<file path="src/rtl/htpe_pkg.sv">
// ---------------------------------------------------------------------------
// htpe_pkg
// Shared types and constants for the haptic time pattern encoder.
// ---------------------------------------------------------------------------
package htpe_pkg;

    // configuration register indexes
    localparam logic [2:0] CFG_MODE      = 3'd0;
    localparam logic [2:0] CFG_CLOCK_24H = 3'd1;
    localparam logic [2:0] CFG_LONG_MS   = 3'd2;
    localparam logic [2:0] CFG_SHORT_MS  = 3'd3;
    localparam logic [2:0] CFG_GAP_MS    = 3'd4;

    localparam int CFG_IDX_W  = 3;
    localparam int CFG_DATA_W = 16;

    // pattern modes
    localparam logic [1:0] PAT_TERSE  = 2'd0;
    localparam logic [1:0] PAT_DIGITS = 2'd1;
    localparam logic [1:0] PAT_MORSE  = 2'd2;
    localparam logic [1:0] PAT_SPARE  = 2'd3;   // unused code, decoded as terse

    localparam logic [15:0] RST_LONG_MS  = 16'd400;
    localparam logic [15:0] RST_SHORT_MS = 16'd150;
    localparam logic [15:0] RST_GAP_MS   = 16'd200;

    localparam int GROUP_COUNT = 4;
    localparam int VIBE_LIMIT  = 16;   // 31 segments per group at most
    localparam int MS_W        = 16;
    localparam int HOLD_W      = 11;
    localparam int ACC_W       = 21;   // 31 segments of 65535 ms

    // floor(x/1000) = (x * RECIP_1000) >> RECIP_SHIFT, exact for x < 2^22
    localparam int               RECIP_W     = 22;
    localparam int               RECIP_SHIFT = 31;
    localparam logic [RECIP_W-1:0] RECIP_1000 = 22'd2147484;
    localparam int               PROD_W      = ACC_W + RECIP_W;

    typedef struct packed {
        logic capture;      // latch the accepted time
        logic load;         // build group descriptors
        logic skip;         // move past an empty group slot
        logic grp_start;    // open the current group
        logic emit_gap;     // send a gap segment
        logic emit_vibe;    // send a vibe that is not the group's last
        logic latch_total;  // register group total before the hold divide
        logic mult;         // reciprocal multiply for the hold time
        logic emit_final;   // send the group's last vibe
    } t_cmd;

    typedef struct packed {
        logic slot_done;    // all group slots visited
        logic slot_valid;   // current slot holds vibes
        logic seg_gap;      // next segment is a gap
        logic seg_end;      // next vibe closes the group
        logic out_free;     // output register can take a transfer
    } t_status;

endpackage

</file>
<file path="src/rtl/htpe_ctrl.sv">
// ---------------------------------------------------------------------------
// htpe_ctrl
// Sequencer: walks group slots and segments, issues datapath commands.
// ---------------------------------------------------------------------------
module htpe_ctrl (
    input  logic              i_clk,
    input  logic              i_rst_n,
    input  logic              i_in_valid,
    output logic              o_in_ready,
    input  htpe_pkg::t_status i_status,
    output htpe_pkg::t_cmd    o_cmd
);

    typedef enum logic [5:0] {
        ST_IDLE = 6'b000001,
        ST_LOAD = 6'b000010,
        ST_SCAN = 6'b000100,
        ST_SEG  = 6'b001000,
        ST_DIV  = 6'b010000,
        ST_FIN  = 6'b100000
    } t_state;

    t_state r_state, n_state;

    assign o_in_ready = (r_state == ST_IDLE);

    always_comb begin
        n_state = r_state;
        o_cmd   = '0;
        case (r_state)
            ST_IDLE: begin
                if (i_in_valid) begin
                    o_cmd.capture = 1'b1;
                    n_state       = ST_LOAD;
                end
            end
            ST_LOAD: begin
                o_cmd.load = 1'b1;
                n_state    = ST_SCAN;
            end
            ST_SCAN: begin
                if (i_status.slot_done) begin
                    n_state = ST_IDLE;
                end else if (i_status.slot_valid) begin
                    o_cmd.grp_start = 1'b1;
                    n_state         = ST_SEG;
                end else begin
                    o_cmd.skip = 1'b1;
                end
            end
            ST_SEG: begin
                if (i_status.seg_gap) begin
                    o_cmd.emit_gap = i_status.out_free;
                end else if (i_status.seg_end) begin
                    o_cmd.latch_total = 1'b1;
                    n_state           = ST_DIV;
                end else begin
                    o_cmd.emit_vibe = i_status.out_free;
                end
            end
            ST_DIV: begin
                o_cmd.mult = 1'b1;
                n_state    = ST_FIN;
            end
            ST_FIN: begin
                if (i_status.out_free) begin
                    o_cmd.emit_final = 1'b1;
                    n_state          = ST_SCAN;
                end
            end
            default: begin
                n_state = ST_IDLE;
            end
        endcase
    end

    always_ff @(posedge i_clk) begin
        if (!i_rst_n) begin
            r_state <= ST_IDLE;
        end else begin
            r_state <= n_state;
        end
    end

    // an accepted item always starts a descriptor build
    a_capture_load: assert property (@(posedge i_clk) disable iff (!i_rst_n)
        (r_state == ST_IDLE && i_in_valid) |=> (r_state == ST_LOAD))
        else $error("capture not followed by load");

    // no segment is pushed into a full output register
    a_emit_free: assert property (@(posedge i_clk) disable iff (!i_rst_n)
        (o_cmd.emit_gap || o_cmd.emit_vibe || o_cmd.emit_final) |-> i_status.out_free)
        else $error("segment emitted while output busy");

    // the hold multiply is always followed by the final vibe stage
    a_div_fin: assert property (@(posedge i_clk) disable iff (!i_rst_n)
        (r_state == ST_DIV) |=> (r_state == ST_FIN))
        else $error("multiply stage not followed by final stage");

endmodule

</file>
<file path="src/rtl/htpe_dp.sv">
// ---------------------------------------------------------------------------
// htpe_dp
// Datapath: config registers, group descriptors, counters, hold-time
// multiply and the output register.
// ---------------------------------------------------------------------------
module htpe_dp (
    input  logic                           i_clk,
    input  logic                           i_rst_n,
    input  logic                           i_cfg_we,
    input  logic [htpe_pkg::CFG_IDX_W-1:0] i_cfg_addr,
    input  logic [htpe_pkg::CFG_DATA_W-1:0] i_cfg_wdata,
    input  logic [4:0]                     i_hour,
    input  logic [5:0]                     i_minute,
    input  htpe_pkg::t_cmd                 i_cmd,
    output htpe_pkg::t_status              o_status,
    input  logic                           i_out_ready,
    output logic                           o_out_valid,
    output logic [htpe_pkg::MS_W-1:0]      o_segment_ms,
    output logic                           o_motor_on,
    output logic [1:0]                     o_group_index,
    output logic                           o_group_end,
    output logic [htpe_pkg::HOLD_W-1:0]    o_hold_seconds,
    output logic                           o_last
);

    localparam int NW = $clog2(htpe_pkg::VIBE_LIMIT + 1);
    localparam int VW = $clog2(htpe_pkg::VIBE_LIMIT);

    // small constant divides by compare chains
    function automatic logic [2:0] f_div10(input logic [5:0] v);
        logic [2:0] q;
        if      (v >= 6'd50) q = 3'd5;
        else if (v >= 6'd40) q = 3'd4;
        else if (v >= 6'd30) q = 3'd3;
        else if (v >= 6'd20) q = 3'd2;
        else if (v >= 6'd10) q = 3'd1;
        else                 q = 3'd0;
        return q;
    endfunction

    function automatic logic [2:0] f_div5(input logic [4:0] v);
        logic [2:0] q;
        if      (v >= 5'd20) q = 3'd4;
        else if (v >= 5'd15) q = 3'd3;
        else if (v >= 5'd10) q = 3'd2;
        else if (v >= 5'd5)  q = 3'd1;
        else                 q = 3'd0;
        return q;
    endfunction

    function automatic logic [2:0] f_div15(input logic [5:0] v);
        logic [2:0] q;
        if      (v >= 6'd45) q = 3'd3;
        else if (v >= 6'd30) q = 3'd2;
        else if (v >= 6'd15) q = 3'd1;
        else                 q = 3'd0;
        return q;
    endfunction

    // bit i set = element i is a dash
    function automatic logic [4:0] f_morse(input logic [3:0] d);
        logic [4:0] m;
        case (d)
            4'd0:    m = 5'h1F;
            4'd1:    m = 5'h1E;
            4'd2:    m = 5'h1C;
            4'd3:    m = 5'h18;
            4'd4:    m = 5'h10;
            4'd5:    m = 5'h00;
            4'd6:    m = 5'h01;
            4'd7:    m = 5'h03;
            4'd8:    m = 5'h07;
            4'd9:    m = 5'h0F;
            default: m = 5'h00;
        endcase
        return m;
    endfunction

    function automatic logic [htpe_pkg::VIBE_LIMIT-1:0] f_ones(input logic [2:0] n);
        return (htpe_pkg::VIBE_LIMIT'(1) << n) - htpe_pkg::VIBE_LIMIT'(1);
    endfunction

    // config
    logic [1:0]                  r_mode;
    logic                        r_clock_24h;
    logic [htpe_pkg::MS_W-1:0]   r_long_ms, r_short_ms, r_gap_ms;

    always_ff @(posedge i_clk) begin
        if (!i_rst_n) begin
            r_mode      <= htpe_pkg::PAT_TERSE;
            r_clock_24h <= 1'b0;
            r_long_ms   <= htpe_pkg::RST_LONG_MS;
            r_short_ms  <= htpe_pkg::RST_SHORT_MS;
            r_gap_ms    <= htpe_pkg::RST_GAP_MS;
        end else if (i_cfg_we) begin
            case (i_cfg_addr)
                htpe_pkg::CFG_MODE:      r_mode      <= i_cfg_wdata[1:0];
                htpe_pkg::CFG_CLOCK_24H: r_clock_24h <= i_cfg_wdata[0];
                htpe_pkg::CFG_LONG_MS:   r_long_ms   <= i_cfg_wdata;
                htpe_pkg::CFG_SHORT_MS:  r_short_ms  <= i_cfg_wdata;
                htpe_pkg::CFG_GAP_MS:    r_gap_ms    <= i_cfg_wdata;
                default: ;
            endcase
        end
    end

    // time capture with range folding and 12h mapping
    logic [4:0] r_hour, n_hour;
    logic [5:0] r_min,  n_min;
    logic [4:0] w_h24;

    always_comb begin
        w_h24  = (i_hour >= 5'd24) ? i_hour - 5'd24 : i_hour;
        n_hour = w_h24;
        if (!r_clock_24h) begin
            n_hour = (w_h24 >= 5'd12) ? w_h24 - 5'd12 : w_h24;
            if (n_hour == 5'd0) n_hour = 5'd12;
        end
        n_min = (i_minute >= 6'd60) ? i_minute - 6'd60 : i_minute;
    end

    always_ff @(posedge i_clk) begin
        if (i_cmd.capture) begin
            r_hour <= n_hour;
            r_min  <= n_min;
        end
    end

    // group descriptors: vibe count and dash mask per slot
    logic [NW-1:0]                   r_n    [htpe_pkg::GROUP_COUNT];
    logic [htpe_pkg::VIBE_LIMIT-1:0] r_mask [htpe_pkg::GROUP_COUNT];
    logic [NW-1:0]                   n_n    [htpe_pkg::GROUP_COUNT];
    logic [htpe_pkg::VIBE_LIMIT-1:0] n_mask [htpe_pkg::GROUP_COUNT];

    logic [2:0] w_hd10, w_md10, w_hd5, w_hr5, w_md15;
    logic [3:0] w_hr10, w_mr10;   // ones digit, up to 9

    always_comb begin
        w_hd10 = f_div10({1'b0, r_hour});
        w_hr10 = 4'(r_hour - 5'({w_hd10, 3'b000} + {1'b0, w_hd10, 1'b0}));
        w_md10 = f_div10(r_min);
        w_mr10 = 4'(r_min - 6'({w_md10, 3'b000} + {1'b0, w_md10, 1'b0}));
        w_hd5  = f_div5(r_hour);
        w_hr5  = 3'(r_hour - 5'({w_hd5, 2'b00} + {2'b00, w_hd5}));
        w_md15 = f_div15(r_min);
        for (int j = 0; j < htpe_pkg::GROUP_COUNT; j++) begin
            n_n[j]    = '0;
            n_mask[j] = '0;
        end
        case (r_mode)
            htpe_pkg::PAT_MORSE: begin
                if (r_hour >= 5'd10) begin
                    n_mask[0] = htpe_pkg::VIBE_LIMIT'(f_morse({1'b0, w_hd10}));
                    n_mask[1] = htpe_pkg::VIBE_LIMIT'(f_morse(w_hr10));
                    n_mask[2] = htpe_pkg::VIBE_LIMIT'(f_morse({1'b0, w_md10}));
                    n_mask[3] = htpe_pkg::VIBE_LIMIT'(f_morse(w_mr10));
                    for (int j = 0; j < 4; j++) n_n[j] = NW'(5);
                end else begin
                    n_mask[0] = htpe_pkg::VIBE_LIMIT'(f_morse(w_hr10));
                    n_mask[1] = htpe_pkg::VIBE_LIMIT'(f_morse({1'b0, w_md10}));
                    n_mask[2] = htpe_pkg::VIBE_LIMIT'(f_morse(w_mr10));
                    for (int j = 0; j < 3; j++) n_n[j] = NW'(5);
                end
            end
            htpe_pkg::PAT_DIGITS: begin
                n_n[0]    = NW'(w_hd10) + NW'(w_hr10);
                n_mask[0] = f_ones(w_hd10);
                n_n[1]    = NW'(w_md10) + NW'(w_mr10);
                n_mask[1] = f_ones(w_md10);
            end
            default: begin
                n_n[0]    = NW'(w_hd5) + NW'(w_hr5);
                n_mask[0] = f_ones(w_hd5);
                n_n[1]    = NW'(w_md15);
                n_mask[1] = f_ones(w_md15);
            end
        endcase
    end

    always_ff @(posedge i_clk) begin
        if (i_cmd.load) begin
            for (int j = 0; j < htpe_pkg::GROUP_COUNT; j++) begin
                r_n[j]    <= n_n[j];
                r_mask[j] <= n_mask[j];
            end
        end
    end

    // walk counters
    logic [2:0]                r_slot;     // msb set = all slots visited
    logic [VW-1:0]             r_vi;
    logic                      r_gap;
    logic [1:0]                r_grp;
    logic [htpe_pkg::ACC_W-1:0] r_acc;
    logic [htpe_pkg::ACC_W-1:0] r_total;
    logic [htpe_pkg::PROD_W-1:0] r_prod;

    logic [1:0]                 w_idx;
    logic [htpe_pkg::MS_W-1:0]  w_vibe;
    logic                       w_later;

    assign w_idx  = r_slot[1:0];
    assign w_vibe = r_mask[w_idx][r_vi] ? r_long_ms : r_short_ms;

    always_comb begin
        w_later = 1'b0;
        for (int j = 0; j < htpe_pkg::GROUP_COUNT; j++) begin
            if (2'(j) > w_idx && r_n[j] != '0) w_later = 1'b1;
        end
    end

    always_ff @(posedge i_clk) begin
        if (!i_rst_n) begin
            r_slot <= '0;
            r_vi   <= '0;
            r_gap  <= 1'b0;
            r_grp  <= '0;
        end else begin
            if (i_cmd.capture) begin
                r_slot <= '0;
                r_grp  <= '0;
            end
            if (i_cmd.skip || i_cmd.emit_final) r_slot <= r_slot + 3'd1;
            if (i_cmd.emit_final) r_grp <= r_grp + 2'd1;
            if (i_cmd.grp_start) begin
                r_vi  <= '0;
                r_gap <= 1'b0;
            end
            if (i_cmd.emit_vibe) begin
                r_vi  <= r_vi + VW'(1);
                r_gap <= 1'b1;
            end
            if (i_cmd.emit_gap) r_gap <= 1'b0;
        end
    end

    always_ff @(posedge i_clk) begin
        if (i_cmd.grp_start) r_acc <= '0;
        if (i_cmd.emit_gap)  r_acc <= r_acc + htpe_pkg::ACC_W'(r_gap_ms);
        if (i_cmd.emit_vibe) r_acc <= r_acc + htpe_pkg::ACC_W'(w_vibe);
        if (i_cmd.latch_total) r_total <= r_acc + htpe_pkg::ACC_W'(w_vibe);
        if (i_cmd.mult) begin
            r_prod <= htpe_pkg::PROD_W'(r_total) * htpe_pkg::PROD_W'(htpe_pkg::RECIP_1000);
        end
    end

    // output register
    logic out_free;
    assign out_free = !o_out_valid || i_out_ready;

    always_ff @(posedge i_clk) begin
        if (!i_rst_n) begin
            o_out_valid <= 1'b0;
        end else if (i_cmd.emit_gap || i_cmd.emit_vibe || i_cmd.emit_final) begin
            o_out_valid <= 1'b1;
        end else if (i_out_ready) begin
            o_out_valid <= 1'b0;
        end
    end

    always_ff @(posedge i_clk) begin
        if (i_cmd.emit_gap) begin
            o_segment_ms   <= r_gap_ms;
            o_motor_on     <= 1'b0;
            o_group_index  <= r_grp;
            o_group_end    <= 1'b0;
            o_hold_seconds <= '0;
            o_last         <= 1'b0;
        end else if (i_cmd.emit_vibe) begin
            o_segment_ms   <= w_vibe;
            o_motor_on     <= 1'b1;
            o_group_index  <= r_grp;
            o_group_end    <= 1'b0;
            o_hold_seconds <= '0;
            o_last         <= 1'b0;
        end else if (i_cmd.emit_final) begin
            o_segment_ms   <= w_vibe;
            o_motor_on     <= 1'b1;
            o_group_index  <= r_grp;
            o_group_end    <= 1'b1;
            o_hold_seconds <= r_prod[htpe_pkg::RECIP_SHIFT +: htpe_pkg::HOLD_W]
                              + htpe_pkg::HOLD_W'(1);
            o_last         <= !w_later;
        end
    end

    assign o_status.slot_done  = r_slot[2];
    assign o_status.slot_valid = (r_n[w_idx] != '0);
    assign o_status.seg_gap    = r_gap;
    assign o_status.seg_end    = ((NW'(r_vi) + NW'(1)) == r_n[w_idx]);
    assign o_status.out_free   = out_free;

    // a gap segment never closes a group
    a_gap_no_end: assert property (@(posedge i_clk) disable iff (!i_rst_n)
        (o_out_valid && !o_motor_on) |-> (!o_group_end && o_hold_seconds == '0))
        else $error("gap segment flagged as group end");

    // the last segment of an item is always a group end
    a_last_end: assert property (@(posedge i_clk) disable iff (!i_rst_n)
        (o_out_valid && o_last) |-> o_group_end)
        else $error("last segment without group end");

endmodule

</file>
<file path="src/rtl/haptic_time_pattern_encoder_core.sv">
// ---------------------------------------------------------------------------
// haptic_time_pattern_encoder_core
// Turns an hour and minute into a stream of vibration-motor segments.
// ---------------------------------------------------------------------------
// One time request is taken at a time; the slave side is ready only while the
// block is idle. A request runs through capture and descriptor load, a scan
// step that skips each empty group slot, and for each group of vibes a scan
// step, the segments through the single output register (held while the
// consumer stalls), and a total latch and hold-time multiply before the
// group's closing vibe, then a final scan. Configuration goes through a plain
// write port and must only be written while the block is idle.
module haptic_time_pattern_encoder_core (
    input  logic                            i_clk,
    input  logic                            i_rst_n,
    // config write port
    input  logic                            i_cfg_we,
    input  logic [htpe_pkg::CFG_IDX_W-1:0]  i_cfg_addr,
    input  logic [htpe_pkg::CFG_DATA_W-1:0] i_cfg_wdata,
    // time request
    input  logic                            s_axis_tvalid,
    output logic                            s_axis_tready,
    input  logic [15:0]                     s_axis_tdata,  // hour[4:0], minute[10:5]
    // segment stream
    output logic                            m_axis_tvalid,
    input  logic                            m_axis_tready,
    output logic [31:0]                     m_axis_tdata,  // segment_ms[15:0],
                                                           // group_index[17:16],
                                                           // hold_seconds[28:18]
    output logic [1:0]                      m_axis_tuser,  // motor_on[0], group_end[1]
    output logic                            m_axis_tlast   // last segment of request
);

    htpe_pkg::t_cmd    w_cmd;
    htpe_pkg::t_status w_status;

    logic [htpe_pkg::MS_W-1:0]   w_segment_ms;
    logic                        w_motor_on;
    logic [1:0]                  w_group_index;
    logic                        w_group_end;
    logic [htpe_pkg::HOLD_W-1:0] w_hold_seconds;

    // sequencer: slot scan, segment walk, hold multiply
    htpe_ctrl u_ctrl (
        .i_clk      (i_clk),
        .i_rst_n    (i_rst_n),
        .i_in_valid (s_axis_tvalid),
        .o_in_ready (s_axis_tready),
        .i_status   (w_status),
        .o_cmd      (w_cmd)
    );

    // config, descriptors, accumulator and output register
    htpe_dp u_dp (
        .i_clk          (i_clk),
        .i_rst_n        (i_rst_n),
        .i_cfg_we       (i_cfg_we),
        .i_cfg_addr     (i_cfg_addr),
        .i_cfg_wdata    (i_cfg_wdata),
        .i_hour         (s_axis_tdata[4:0]),
        .i_minute       (s_axis_tdata[10:5]),
        .i_cmd          (w_cmd),
        .o_status       (w_status),
        .i_out_ready    (m_axis_tready),
        .o_out_valid    (m_axis_tvalid),
        .o_segment_ms   (w_segment_ms),
        .o_motor_on     (w_motor_on),
        .o_group_index  (w_group_index),
        .o_group_end    (w_group_end),
        .o_hold_seconds (w_hold_seconds),
        .o_last         (m_axis_tlast)
    );

    // pack the segment fields, zero fill to 32 bits
    assign m_axis_tdata = {3'b000, w_hold_seconds, w_group_index, w_segment_ms};
    assign m_axis_tuser = {w_group_end, w_motor_on};

endmodule
</file>
<file path="config.mk">
export PLATFORM = sky130hd
export DESIGN_NAME = haptic_time_pattern_encoder_core
export DESIGN_NICKNAME = d
export VERILOG_FILES = /design/src/rtl/htpe_pkg.sv /design/src/rtl/htpe_ctrl.sv /design/src/rtl/htpe_dp.sv /design/src/rtl/haptic_time_pattern_encoder_core.sv
export SDC_FILE = /design/constraint.sdc
export NUM_CORES = 1
export LEC_CHECK = 0
export BUFFER_PORTS_ARGS = -buffer_cell sky130_fd_sc_hd__buf_2
export CORE_AREA = 2 2 189 377
export CTS_BUF_LIST = sky130_fd_sc_hd__clkbuf_4 sky130_fd_sc_hd__clkbuf_8
export CTS_CLUSTER_DIAMETER = 60
export DETAILED_ROUTE_END_ITERATION = 6
export DIE_AREA = 0 0 191 379
export PLACE_DENSITY = 0.49
export SYNTH_ARGS = -nofsm -noshare
export SYNTH_HDL_FRONTEND = slang
export SYNTH_SLANG_ARGS = --single-unit
</file>
<file path="constraint.sdc">
create_clock -name i_clk -period 7.86 [get_ports i_clk]
set_clock_uncertainty 0.15 [all_clocks]
set_input_delay 1.179 -clock i_clk [delete_from_list [all_inputs] [get_ports i_clk]]
set_output_delay 1.179 -clock i_clk [all_outputs]
set_load 0.02 [all_outputs]
</file>
==> out/qor_table.md <==
| Quantity | This run | Unit |
|:---|:---|:---|
| Vias | 12200 | - |
| Clock sink total | 218 | - |
| Setup repair after global routing missed its margin | false | - |
| Number of warnings printed during yosys synthesis | 0 | - |
| Slew at the pin closest to its max-slew limit | 1130 | ps |
| Maximum net fanout on the critical path | 6 | - |
| Top cells by area in the synthesized netlist | edfxtp_1 (23%), ha_1 (18%), fa_1 (11%), dfxtp_1 (9.8%), inv_1 (5.1%) | - |
| Dpl ws | 1280 | ps |
| Total gr overflow | 0 | - |
| CTS Hold Buffers Added | 0 | - |
| Post-synthesis xor/xnor area fraction | 4.00 | % |
| Slowest-stage cell, CP | edfxtp_1 | - |
| Core area | 69400 | sq um |
| Initial Util | 24.8 | % |
| Height of the die | 379 | um |
| Tcrit/Tclk final | 83.3 | % |
| Slack of the worst reg-to-reg path | 1310 | ps |
| Cell type with the highest aggregate area in the netlist | edfxtp_1 | - |
| Largest net degree at the start of global routing | 55 | - |
| Tightest slew margin relative to the limit | 24.2 | % |
| Setup TNS | 0 | ps |
| Required time of the critical path | 8020 | ps |
| Synth top area share | 23.4 | % |
| Path depth of the worst reg2reg path | 21 | - |
| Asr flop ratio synth | 0 | % |
| Reg-to-Reg End | u_dp.r_prod[41] | - |
| Proportion of synthesized chip area in sequential cells | 33.2 | % |
| Max-cap violations | 0 | - |
| DRC violations left | 0 | - |
| Hold/Removal Path Class | register to register | - |
| Cell area after synthesis | 17200 | sq um |
| Arr. time, crit path | 6700 | ps |
| CTS H-tree depth | 2 | - |
| Power density normalized to cell area | 187 | nW/um^2 |
| # IOs | 77 | - |
| Leakage power | 0.00847 | uW |
| Maximum single-stage delay on the critical path | 610 | ps |
| Share of cell area taken by muxes after synthesis | 3.58 | % |
| Dominant combinational cell family by area after synthesis | adder cells | - |
| Wirelength per Cell | 14.4 | um |
| Final WL | 39800 | um |
| Violation count after the first detailed-route iteration | 516 | - |
| Setup crit start | u_dp.r_total[7] | - |
| Synthesized-area fraction occupied by and/or/nand/nor cells | 12.6 | % |
| Total number of placement rows | 137 | - |
| Count of port buffers added during placement | 68 | - |
| Global-route total usage across every layer | 11.3 | % |
| Count of nets after finishing | 2209 | - |
| Yosys cell types | 74 | - |
| Max-slew violations | 0 | - |
| Run status | finished, final reports clean | - |
| Capturing instance or port of the critical path | u_dp.r_prod[41] | - |
| Critical Path Sink Type | register | - |
| First-pass DRT Iterations | 6 | - |
| Number of antenna violations at the first check in global routing | 0 | - |
| Cts repair resizes | 0 | - |
| Fraction of the mapped netlist area in compound gates | 11.1 | % |
| Arithmetic-cell share of the synthesized area counting full adders, half adders and majority gates | 28.8 | % |
| Layout cells sized above 1 | 10.1 | % |
| Number of global-route vias before repair | 12400 | - |
| Full die area | 72400 | sq um |
| First-pass GRT wire length | 65000 | um |
| Setup slack of the critical path after layout | 1310 | ps |
| CTS tree | built | - |
| Endpoints failing setup | 0 | - |
| Highest clock frequency the design can meet | 0.153 | GHz |
| Clock transition at the registers of the reported paths | 60 | ps |
| Setup repair bufs after CTS | 0 | - |
| Cells traversed along the worst timing path | ha_1 > ha_1 > fa_1 > inv_1 > fa_1 > inv_1 > fa_1 > fa_1 > inv_1 > fa_1 > inv_1 > ha_1 > a21oi_1 > o211ai_1 > a311oi_1 > o211a_1 > a211o_1 > a31oi_1 > a211o_1 > a21oi_1 > xnor2_1 | - |
| Post-synthesis instance total | 1760 | - |
| Floorplan die width | 191 | um |
| Final-report hold violation count | 0 | - |
| CTS max path bufs | 3 | - |
| Weighted congestion at the end of routability-driven global placement | 0.767 | - |
| Time the worst path needs with I/O delays and setup | 6550 | ps |
| CP startpoint kind | register | - |
| Worst flop-to-flop path startpoint | u_dp.r_total[7] | - |
| Post-synth top flop | edfxtp_1 | - |
| P&R area growth vs syn | 12.2 | % |
| Critical path's most frequent cell | fa_1 | - |
| Half-perimeter wire length after placement | 30500 | um |
| Latest clock arrival within the worst-skew pair | 580 | ps |
| Number of enable-type register cells in the synthesized netlist | 134 | - |
| Top library cells by usage in the layout, fill and taps aside | ha_1 (241), inv_1 (236), nand2_1 (175) | - |
| Clk Tree Root Cell | clkbuf_8 | - |
| ANT nets after route | 0 | - |
| Number of buffers created by CTS | 40 | - |
| Leading cell type in the layout, fill and taps excluded | ha_1 | - |
| Mean instance size in the synthesized netlist | 9.78 | sq um |
| Count of state elements after synthesis | 218 | - |
| Critical path type | register to register | - |
| Vias per cell | 4.42 | - |
| Worst vdd ir | 0.000154 | V |
-- cell type report --
cell class	instances	area (sq um)
antenna	1	2.50
clock buffer	56	689
clock inverter	15	77.6
fill	7383	50100
inverter	238	893
multi-input combinational	1256	10400
sequential	218	5710
tap	903	1130
timing repair buffer	77	408
-- per-stage QoR --
stage	utilization (%)	area, sq um	instances	hold slack [ps]	total power (uW)
floorplan	-	17300	1774	265	2290
detailed placement	26.7	18500	2692	295	2570
finish	27.8	19300	2764	300	3600
global route	27.8	19300	2763	326	3870
CTS	27.8	19300	2763	306	3650
global placement	26.7	18500	2692	288	2560
-- power breakdown --
group	switching [uW]	internal, uW
clock network	493	567
logic	696	446
registers	63.7	1340
-- worst max-delay path, delay by kind of cell, from the launching register on --
kind | cells | cell delay (ps)
adders and majority gates | 8 | 3500
AOI/OAI and AO/OA | 8 | 1720
DFF | 1 | 610
buffers and inverters | 4 | 210
xor gates and xnor gates | 1 | 80
-- metal layers --
layer	GRT usage, %	vias up	part of all wire (%)
li1	-	6168	-
met2	18.3	200	45
met5	0	-	0
met1	15.6	5797	49
met3	1.83	56	3.7
met4	2.85	0	1.9
-- flip-flops by register name (all words and copies together) (netlist names), 12 cells and up, named ones only --
| register | count |
|---|---|
| u_dp.r_mask | 40 |
| u_dp.r_acc | 21 |
| u_dp.r_total | 21 |
| u_dp.o_segment_ms | 16 |
| u_dp.r_gap_ms | 16 |
| u_dp.r_long_ms | 16 |
| u_dp.r_short_ms | 16 |
| u_dp.r_n | 12 |
-- worst min-delay path by stage --
stage,start,slack [ps],to,cells after the start
detailed placement,u_dp.r_long_ms[11],300,u_dp.r_long_ms[11],2
floorplan,u_dp.r_grp[1],260,u_dp.o_group_index[1],0
finish,u_dp.o_last,300,u_dp.o_last,2
global placement,u_dp.r_long_ms[13],290,u_dp.r_long_ms[13],2
global route,u_dp.r_long_ms[11],330,u_dp.r_long_ms[11],2
CTS,u_dp.r_short_ms[9],310,u_dp.r_short_ms[9],2
-- synthesized netlist by cell type (4+ instances only) --
cell,instances
nand2_1,175
fa_1,97
o21ai_0,49
or3_1,6
xor2_1,26
a311oi_1,6
nor2b_1,8
o21a_1,8
and3_1,16
nand2b_1,12
clkbuf_1,49
o211ai_1,8
nor3b_1,5
o31ai_1,10
nor4_1,9
o211a_1,5
a211o_1,7
a22o_1,9
mux2_2,17
nor3_1,24
nand4_1,6
o21bai_1,5
inv_1,236
a21boi_0,4
edfxtp_1,134
dfxtp_1,84
and2_1,9
a21oi_1,119
or2_2,6
nand3_1,38
ha_1,241
xnor2_1,50
a31oi_1,9
a21o_1,19
a211oi_1,16
nand3b_1,6
buf_4,5
mux4_2,11
nor2_1,149
mux2i_1,15
-- kinds of logic after synthesis --
family | after synthesis
other | 2
AND/OR/NAND/NOR | 480
multiplexers | 44
flip-flops | 218
AO/OA/AOI/OAI | 301
XOR/XNOR | 77
adder cells (fa/ha/maj) | 338
buffers and inverters | 300
No activity file was read; power rests on OpenSTA's default activity.
